$ cat config.mk
export PLATFORM = sky130hd
export DESIGN_NAME = zone_watering_sequencer
export DESIGN_NICKNAME = d
export VERILOG_FILES = /design/src/sv/zws_pkg.sv /design/src/sv/zws_ram.sv /design/src/sv/zws_ctrl.sv /design/src/sv/zone_watering_sequencer.sv
export SDC_FILE = /design/constraint.sdc
export NUM_CORES = 1
export LEC_CHECK = 0
export BUFFER_PORTS_ARGS = -buffer_cell sky130_fd_sc_hd__buf_4
export CELL_PAD_IN_SITES_DETAIL_PLACEMENT = 0
export CELL_PAD_IN_SITES_GLOBAL_PLACEMENT = 1
export CORE_ASPECT_RATIO = 0.5
export CORE_UTILIZATION = 51
export CTS_CLUSTER_DIAMETER = 80
export CTS_CLUSTER_SIZE = 10
export DETAILED_ROUTE_END_ITERATION = 10
export GPL_TIMING_DRIVEN = 0
export HOLD_SLACK_MARGIN = 0.03
export PLACE_DENSITY_LB_ADDON = 0.1
export SKIP_CTS_REPAIR_TIMING = 1
export SLEW_MARGIN = 10
export SYNTH_ARGS = -nofsm -noshare
export SYNTH_HDL_FRONTEND = slang
export SYNTH_SLANG_ARGS = --single-unit
$ cat constraint.sdc
create_clock -name clk -period 6.4 [get_ports clk]
set_input_delay 0.64 -clock clk [delete_from_list [all_inputs] [get_ports clk]]
set_output_delay 0.64 -clock clk [all_outputs]
set_load 0.03 [all_outputs]
$ cat src/sv/zws_pkg.sv
`default_nettype none

package zws_pkg;

    localparam int ZONES_DEF   = 6;
    localparam int IDX_W       = 3;
    localparam int RUN_W       = 16;
    localparam int TIME_W      = 32;
    // start time plus at most 15 full run times stays below 2**33
    localparam int ACC_W       = 33;
    localparam int OP_W        = 2;
    localparam int IN_BITS     = IDX_W + RUN_W + TIME_W;
    localparam int IN_DATA_W   = ((IN_BITS + 7) / 8) * 8;

    typedef enum logic [1:0] {
        OP_TICK  = 2'd0,
        OP_LOAD  = 2'd1,
        OP_START = 2'd2,
        OP_STOP  = 2'd3
    } op_t;

    typedef enum logic [1:0] {
        ST_OK    = 2'd0,
        ST_EARLY = 2'd1,
        ST_RANGE = 2'd2
    } status_t;

    typedef enum logic [2:0] {
        S_CLEAR,
        S_IDLE,
        S_EXEC,
        S_COPY,
        S_WALK
    } state_t;

    typedef struct packed {
        logic    valid;
        status_t status;
    } res_t;

endpackage

`default_nettype wire

$ cat src/sv/zws_ram.sv
`default_nettype none

module zws_ram #(
    parameter int WIDTH = 16,
    parameter int DEPTH = 6,
    parameter int AW    = (DEPTH > 1) ? $clog2(DEPTH) : 1
) (
    input  wire logic             clk,
    input  wire logic             we,
    input  wire logic [AW-1:0]    waddr,
    input  wire logic [WIDTH-1:0] wdata,
    input  wire logic [AW-1:0]    raddr,
    output logic      [WIDTH-1:0] rdata
);

    logic [WIDTH-1:0] mem [DEPTH];

    always_ff @(posedge clk)
    begin
        if (we)
        begin
            mem[waddr] <= wdata;
        end
        rdata <= mem[raddr];
    end

endmodule

`default_nettype wire

$ cat src/sv/zws_ctrl.sv
`default_nettype none

module zws_ctrl
    import zws_pkg::*;
#(
    parameter int ZONES = ZONES_DEF,
    parameter int ZW    = $clog2(ZONES + 1),
    parameter int AW    = (ZONES > 1) ? $clog2(ZONES) : 1
) (
    input  wire logic              clk,
    input  wire logic              rst_n,
    input  wire logic              in_valid,
    output logic                   in_ready,
    input  wire op_t               in_op,
    input  wire logic [IDX_W-1:0]  in_idx,
    input  wire logic [RUN_W-1:0]  in_run,
    input  wire logic [TIME_W-1:0] in_now,
    input  wire logic              out_free,
    output res_t                   res,
    output logic [ZW-1:0]          res_zone,
    output logic                   pend_we,
    output logic [AW-1:0]          pend_waddr,
    output logic [RUN_W-1:0]       pend_wdata,
    output logic [AW-1:0]          pend_raddr,
    input  wire logic [RUN_W-1:0]  pend_rdata,
    output logic                   act_we,
    output logic [AW-1:0]          act_waddr,
    output logic [RUN_W-1:0]       act_wdata,
    output logic [AW-1:0]          act_raddr,
    input  wire logic [RUN_W-1:0]  act_rdata
);

    localparam logic [ZW-1:0] IDLE_ZONE = ZW'(ZONES);
    localparam logic [AW-1:0] LAST_IDX  = AW'(ZONES - 1);

    state_t             state_reg, state_next;
    op_t                op_reg, op_next;
    logic [IDX_W-1:0]   idx_reg, idx_next;
    logic [RUN_W-1:0]   rt_reg, rt_next;
    logic [TIME_W-1:0]  now_reg, now_next;
    logic [AW-1:0]      cnt_reg, cnt_next;
    logic [ACC_W-1:0]   acc_reg, acc_next;
    logic               found_reg, found_next;
    logic [ZW-1:0]      cur_reg, cur_next;
    logic [TIME_W-1:0]  start_reg, start_next;
    logic [ACC_W-1:0]   acc_sum;
    logic               idx_ok;

    assign acc_sum = acc_reg + ACC_W'(act_rdata);
    assign idx_ok  = {2'b00, idx_reg} < 5'(ZONES);

    always_ff @(posedge clk or negedge rst_n)
    begin
        if (!rst_n)
        begin
            state_reg <= S_CLEAR;
            cur_reg   <= IDLE_ZONE;
            start_reg <= '0;
            found_reg <= 1'b0;
            cnt_reg   <= '0;
        end
        else
        begin
            state_reg <= state_next;
            cur_reg   <= cur_next;
            start_reg <= start_next;
            found_reg <= found_next;
            cnt_reg   <= cnt_next;
        end
    end

    always_ff @(posedge clk)
    begin
        op_reg  <= op_next;
        idx_reg <= idx_next;
        rt_reg  <= rt_next;
        now_reg <= now_next;
        acc_reg <= acc_next;
    end

    always_comb
    begin
        state_next = state_reg;
        op_next    = op_reg;
        idx_next   = idx_reg;
        rt_next    = rt_reg;
        now_next   = now_reg;
        cnt_next   = cnt_reg;
        acc_next   = acc_reg;
        found_next = found_reg;
        cur_next   = cur_reg;
        start_next = start_reg;
        in_ready   = 1'b0;
        res.valid  = 1'b0;
        res.status = ST_OK;
        pend_we    = 1'b0;
        pend_waddr = AW'(idx_reg);
        pend_wdata = rt_reg;
        pend_raddr = '0;
        act_we     = 1'b0;
        act_waddr  = cnt_reg;
        act_wdata  = pend_rdata;
        act_raddr  = '0;

        unique case (state_reg)
            S_CLEAR:
            begin
                // zero both tables, one entry per cycle
                pend_we    = 1'b1;
                pend_waddr = cnt_reg;
                pend_wdata = '0;
                act_we     = 1'b1;
                act_wdata  = '0;
                if (cnt_reg == LAST_IDX)
                begin
                    cnt_next   = '0;
                    state_next = S_IDLE;
                end
                else
                begin
                    cnt_next = cnt_reg + AW'(1);
                end
            end
            S_IDLE:
            begin
                in_ready = 1'b1;
                if (in_valid)
                begin
                    op_next    = in_op;
                    idx_next   = in_idx;
                    rt_next    = in_run;
                    now_next   = in_now;
                    state_next = S_EXEC;
                end
            end
            S_EXEC:
            begin
                // hold until the output slot can take this request's result
                if (out_free)
                begin
                    unique case (op_reg)
                        OP_LOAD:
                        begin
                            res.valid  = 1'b1;
                            state_next = S_IDLE;
                            if (idx_ok)
                            begin
                                pend_we = 1'b1;
                            end
                            else
                            begin
                                res.status = ST_RANGE;
                            end
                        end
                        OP_STOP:
                        begin
                            cur_next   = IDLE_ZONE;
                            start_next = '0;
                            res.valid  = 1'b1;
                            state_next = S_IDLE;
                        end
                        OP_START:
                        begin
                            cur_next   = IDLE_ZONE;
                            start_next = '0;
                            found_next = 1'b0;
                            cnt_next   = '0;
                            state_next = S_COPY;
                        end
                        OP_TICK:
                        begin
                            if (cur_reg == IDLE_ZONE)
                            begin
                                res.valid  = 1'b1;
                                state_next = S_IDLE;
                            end
                            else if (now_reg < start_reg)
                            begin
                                res.valid  = 1'b1;
                                res.status = ST_EARLY;
                                state_next = S_IDLE;
                            end
                            else
                            begin
                                acc_next   = ACC_W'(start_reg);
                                cnt_next   = '0;
                                state_next = S_WALK;
                            end
                        end
                        default:
                        begin
                            state_next = S_IDLE;
                        end
                    endcase
                end
            end
            S_COPY:
            begin
                act_we     = 1'b1;
                pend_raddr = cnt_reg + AW'(1);
                if (!found_reg && (pend_rdata != '0))
                begin
                    found_next = 1'b1;
                    cur_next   = ZW'(cnt_reg);
                    start_next = now_reg;
                end
                if (cnt_reg == LAST_IDX)
                begin
                    res.valid  = 1'b1;
                    state_next = S_IDLE;
                end
                else
                begin
                    cnt_next = cnt_reg + AW'(1);
                end
            end
            S_WALK:
            begin
                act_raddr = cnt_reg + AW'(1);
                if ({1'b0, now_reg} < acc_sum)
                begin
                    cur_next   = ZW'(cnt_reg);
                    res.valid  = 1'b1;
                    state_next = S_IDLE;
                end
                else if (cnt_reg == LAST_IDX)
                begin
                    cur_next   = IDLE_ZONE;
                    start_next = '0;
                    res.valid  = 1'b1;
                    state_next = S_IDLE;
                end
                else
                begin
                    acc_next = acc_sum;
                    cnt_next = cnt_reg + AW'(1);
                end
            end
            default:
            begin
                state_next = S_IDLE;
            end
        endcase

        // table reads run one entry ahead of the index being processed
        if (state_reg == S_EXEC)
        begin
            pend_raddr = '0;
            act_raddr  = '0;
        end

        res_zone = cur_next;
    end

`ifndef SYNTH
    a_res_slot_free: assert property (@(posedge clk) disable iff (!rst_n)
        res.valid |-> out_free)
        else $error("result issued while output slot busy");

    a_accept_exec: assert property (@(posedge clk) disable iff (!rst_n)
        (in_valid && in_ready) |=> (state_reg == S_EXEC))
        else $error("accepted request not executed");

    a_zone_range: assert property (@(posedge clk) disable iff (!rst_n)
        cur_reg <= IDLE_ZONE)
        else $error("zone out of range");

    a_idle_start_zero: assert property (@(posedge clk) disable iff (!rst_n)
        (cur_reg == IDLE_ZONE) |-> (start_reg == '0))
        else $error("start time kept while idle");
`endif

endmodule

`default_nettype wire

$ cat src/sv/zone_watering_sequencer.sv
`default_nettype none

// channel  dir  handshake             payload
// s_axis   in   tvalid/tready         tuser: opcode; tdata: zone_index, run_time, current_time
// m_axis   out  tvalid/tready         tdata: valve_mask, active, zone_now, status
//
// Load, stop and idle/early ticks pass through accept and execute; start then copies
// the pending table into the active one, and active ticks walk the active table until
// the zone is found or the table ends, with one table entry read per cycle.
// rst_n is asynchronous: run state idle, start time zero; a clearing pass then
// zeroes both tables, with s_axis_tready low until it ends.
// A result waits in the output register while the next request is taken; a new
// result stalls only when that register is still full.

module zone_watering_sequencer
    import zws_pkg::*;
#(
    parameter int ZONES = ZONES_DEF
) (
    input  wire logic                   clk,
    input  wire logic                   rst_n,
    input  wire logic                   s_axis_tvalid,
    output logic                        s_axis_tready,
    // zone_index, run_time, current_time
    input  wire logic [IN_DATA_W-1:0]   s_axis_tdata,
    // opcode
    input  wire logic [OP_W-1:0]        s_axis_tuser,
    output logic                        m_axis_tvalid,
    input  wire logic                   m_axis_tready,
    // valve_mask, active, zone_now, status
    output logic [((ZONES + $clog2(ZONES + 1) + 4 + 7) / 8) * 8 - 1:0] m_axis_tdata
);

    localparam int ZW       = $clog2(ZONES + 1);
    localparam int AW       = (ZONES > 1) ? $clog2(ZONES) : 1;
    localparam int VW       = ZONES + 1;
    localparam int OUT_BITS = VW + 1 + ZW + 2;
    localparam int OUT_W    = ((OUT_BITS + 7) / 8) * 8;

    res_t               res;
    logic [ZW-1:0]      res_zone;
    logic               out_free;
    logic               m_valid_reg;
    logic [ZW-1:0]      zone_reg;
    status_t            status_reg;
    logic               run_on;
    logic [VW-1:0]      valve_mask;

    logic               pend_we, act_we;
    logic [AW-1:0]      pend_waddr, pend_raddr, act_waddr, act_raddr;
    logic [RUN_W-1:0]   pend_wdata, pend_rdata, act_wdata, act_rdata;

    assign out_free = !m_valid_reg || m_axis_tready;

    zws_ram #(
        .WIDTH (RUN_W),
        .DEPTH (ZONES),
        .AW    (AW)
    ) u_pend_ram (
        .clk   (clk),
        .we    (pend_we),
        .waddr (pend_waddr),
        .wdata (pend_wdata),
        .raddr (pend_raddr),
        .rdata (pend_rdata)
    );

    zws_ram #(
        .WIDTH (RUN_W),
        .DEPTH (ZONES),
        .AW    (AW)
    ) u_act_ram (
        .clk   (clk),
        .we    (act_we),
        .waddr (act_waddr),
        .wdata (act_wdata),
        .raddr (act_raddr),
        .rdata (act_rdata)
    );

    zws_ctrl #(
        .ZONES (ZONES),
        .ZW    (ZW),
        .AW    (AW)
    ) u_ctrl (
        .clk        (clk),
        .rst_n      (rst_n),
        .in_valid   (s_axis_tvalid),
        .in_ready   (s_axis_tready),
        .in_op      (op_t'(s_axis_tuser)),
        .in_idx     (s_axis_tdata[IDX_W-1:0]),
        .in_run     (s_axis_tdata[IDX_W+RUN_W-1:IDX_W]),
        .in_now     (s_axis_tdata[IN_BITS-1:IDX_W+RUN_W]),
        .out_free   (out_free),
        .res        (res),
        .res_zone   (res_zone),
        .pend_we    (pend_we),
        .pend_waddr (pend_waddr),
        .pend_wdata (pend_wdata),
        .pend_raddr (pend_raddr),
        .pend_rdata (pend_rdata),
        .act_we     (act_we),
        .act_waddr  (act_waddr),
        .act_wdata  (act_wdata),
        .act_raddr  (act_raddr),
        .act_rdata  (act_rdata)
    );

    always_ff @(posedge clk or negedge rst_n)
    begin
        if (!rst_n)
        begin
            m_valid_reg <= 1'b0;
        end
        else if (res.valid)
        begin
            m_valid_reg <= 1'b1;
        end
        else if (m_axis_tready)
        begin
            m_valid_reg <= 1'b0;
        end
    end

    always_ff @(posedge clk)
    begin
        if (res.valid)
        begin
            zone_reg   <= res_zone;
            status_reg <= res.status;
        end
    end

    assign run_on     = zone_reg < ZW'(ZONES);
    assign valve_mask = run_on ? ((VW'(1) << zone_reg) | (VW'(1) << ZONES)) : '0;

    assign m_axis_tvalid = m_valid_reg;
    assign m_axis_tdata  = {{(OUT_W - OUT_BITS){1'b0}}, status_reg, zone_reg, run_on,
                            valve_mask};

endmodule

`default_nettype wire

==> summary.txt <==
Timing
  • Endpoints failing setup: 0
  • Final Slew Violations: 0
  • Skew final: between 0.015 and 0.02 ns
  • Hold Slack: 0.112 ns
  • Normalized max-slew margin: 0.271
  • RSZ-0062 raised after global routing: no
  • Final setup margin: 0.905 ns
  • Fin crit share: 0.859
  • Final Critical Period: 5.50 ns
  • F_max: 182 MHz
  • TNS Setup: 0 ns
  • Least-Margin Pin Slew: 1.08 ns
  • Final hold vios: 0

Final layout
  • Util after Layout: 0.604
  • Area grow syn2layout: 15.3%
  • Share of cells above drive strength 1: 0.126
  • Commonest non-fill, non-tap cell in the layout: edfxtp_1
  • Design Area, Final: roughly 0.019 sq mm
  • Fill count: 2422
  • Commonest non-fill, non-tap cells in the layout: 283 x edfxtp_1, 147 x nand2_1, 111 x o21ai_0
  • Final std cells w/o fill: 1864
  • N_diodes: 0
  • NumNets Final: 1551

Detailed routing
  • Met2 wire len: 16400 um
  • Met1 wire length: 17500 um
  • Max layer used: met4
  • DRC: 0
  • DR vias/cell: 5.71
  • TritonRoute pass-1 iters: 5
  • Initial DRC count: 830
  • Antenna-violating nets left: 0
  • Final WL: 36800 um
  • Routed met3 length: roughly 2100 um
  • Vias: 10600
  • Routed len/inst: about 20 um

Clock network
  • # clock sinks: 358
  • Clk_lat worst skew: 0.55 ns
  • Inserted Clock Buffers: a little over 40
  • Max clock buf depth: 3
  • H-tree depth: 2
  • Clock-pin slew on the worst setup and hold paths: 0.06 ns
  • Clock root buffer: clkbuf_16
  • CTS tree: yes

Critical path
  • Worst flop-to-flop path startpoint: u_ctrl.acc_reg[0]
  • Max FO, Critical Path: 21
  • Crit Reg-Reg Endpoint: u_ctrl.acc_reg[15]
  • Crit path launch type: flip-flop
  • Flop-to-flop setup slack: 0.90 ns
  • End point of the critical path: u_ctrl.acc_reg[15]
  • CP Launch Point: u_ctrl.acc_reg[0]
  • Worst Reg2Reg Path Length in Cells: 18
  • Critical path endpoint category: flip-flop
  • Data required, critical path: 6.64 ns
  • Crit path DAT: approximately 5.7 ns
  • Critical path type: flip-flop to flip-flop

Die
  • Die area: between 0.03 and 0.04 sq mm
  • Die Height: around 130 um
  • Initial core utilization: 0.524
  • Core box area: between 0.03 and 0.04 sq mm
  • I/O pin count: 80
  • Core Rows: between 40 and 50
  • Chip width: 253 um

Pwr
  • Power per cell area: 480 mW/mm^2
  • Design Power: slightly below 9 mW
  • Worst VDD drop: just over 0.3 mV
  • Pleak: around 6.9 nW

Placed design
  • Dpl cells: 1788
  • Placement Setup Slack: 0.925 ns
  • Placed Area: 0.0173 sq mm
  • Input/output buffers: 71
  • Routability cong.: 0.848
  • Detailed Place HPWL: about 26000 um

Synth
  • Top-area cell type share of the netlist area: 0.529
  • Fraction of registers with async set/reset: 0.120
  • Post-synth EDFFs: 283
  • YS warnings: 0
  • Seq/Total Area, Yosys: 0.636
  • Syn avg cell area: 12.5 sq um
  • Ranking of synthesized cells by area: edfxtp_1 53%, dfrtp_1 6.4%, ha_1 6.2%
  • Ys flop type: edfxtp_1
  • Post-synthesis cell area: 0.0161 sq mm
  • Yosys cell types: 77
  • Leading area contributor after synthesis: edfxtp_1
  • Yosys reg bits: 358
  • Synth Instances: between 1000 and 1500

Min path
  • Worst hold path type: input pin to asynchronous set/reset pin

GRT
  • Initial antenna violation count: 0
  • Overflow left after global routing: 0
  • GRT Overall Usage: 0.237
  • First-pass GRT wire length: 58700 um
  • Largest net degree at the start of global routing: 54
  • Vias in the first global route: 10500

Flow run
  • Number of max-cap violations: 0

Outcome
  • Outcome: finished, final reports clean
## report_power, final
part	switching [mW]	internal, mW
registers	0.285	3.34
logic	1.96	1.16
clock network	0.910	1.25
## final cells by class
cell class | count | area (sq um) | area share
sequential | 358 | 10200 | 0.551
multi-input combinational | 823 | 5460 | 0.294
clock buffer | 74 | 1180 | 0.0637
timing repair buffer | 80 | 662 | 0.0357
tap | 423 | 529 | 0.0285
buffer | 58 | 288 | 0.0155
inverter | 46 | 173 | 0.00931
clock inverter | 2 | 36.3 | 0.00196
## kinds of logic after synthesis
| group | count (synthesis) | synth area share |
|---|---|---|
| flip-flops | 358 | 0.636 |
| AND/OR/NAND/NOR | 393 | 0.116 |
| other | 1 | 0.000233 |
| AO/OA/AOI/OAI | 281 | 0.116 |
| adder cells (fa/ha/maj) | 81 | 0.0635 |
| multiplexers | 34 | 0.0230 |
| XOR/XNOR | 31 | 0.0174 |
| buffers and inverters | 104 | 0.0286 |
## Yosys cell counts (6+ instances only)
master	number
nor2_1	63
nand3_1	70
o21ai_0	111
nand4_1	15
nor4_1	7
clkbuf_1	46
a21oi_1	32
nor2b_1	38
dfxtp_1	32
a22o_1	34
nand2_1	147
xor2_1	16
edfxtp_1	283
xnor2_1	14
o22ai_1	17
o221ai_1	16
mux2i_1	16
a21o_1	14
ha_1	80
a211oi_1	6
nor3b_1	6
nand2b_1	6
mux2_2	16
nor3_1	14
dfrtp_1	41
inv_1	45
## metal layers
layer / global-route usage / up-vias
li1: - / 5064
met1: 0.341 / 5243
met4: 0.0681 / 0
met3: 0.0448 / 59
met5: 0 / -
met2: 0.368 / 270
## worst min path at each step
stage	from	endpoint	slack [ns]
after floorplan	rst_n	m_axis_tvalid	0.34
after global placement	u_act_ram.mem[5][14]	u_act_ram.rdata[14]	0.50
after detailed placement	u_ctrl.start_reg[30]	u_ctrl.start_reg[30]	0.51
after CTS	rst_n	u_ctrl.start_reg[20]	0.11
after global routing	rst_n	u_ctrl.start_reg[20]	0.15
final	rst_n	u_ctrl.start_reg[20]	0.11
## worst max-delay path, cell delays in order, from the launching register on
cell and delay [ns]:
edfxtp_1 0.37, ha_1 0.21, fa_1 0.40, a21oi_1 0.22, nand4b_1 0.23, a21oi_1 0.12, o21a_1 0.20, o21a_1 0.21
o41a_1 0.33, xnor2_1 0.16, ha_1 0.30, and4_1 0.23, nand3_1 0.12, o31ai_1 0.54, a31oi_4 0.23, nor2_1 0.28
nand3_1 0.20, a21oi_4 0.56, buf_16 0.24
Power figures use the tool's default switching activity.
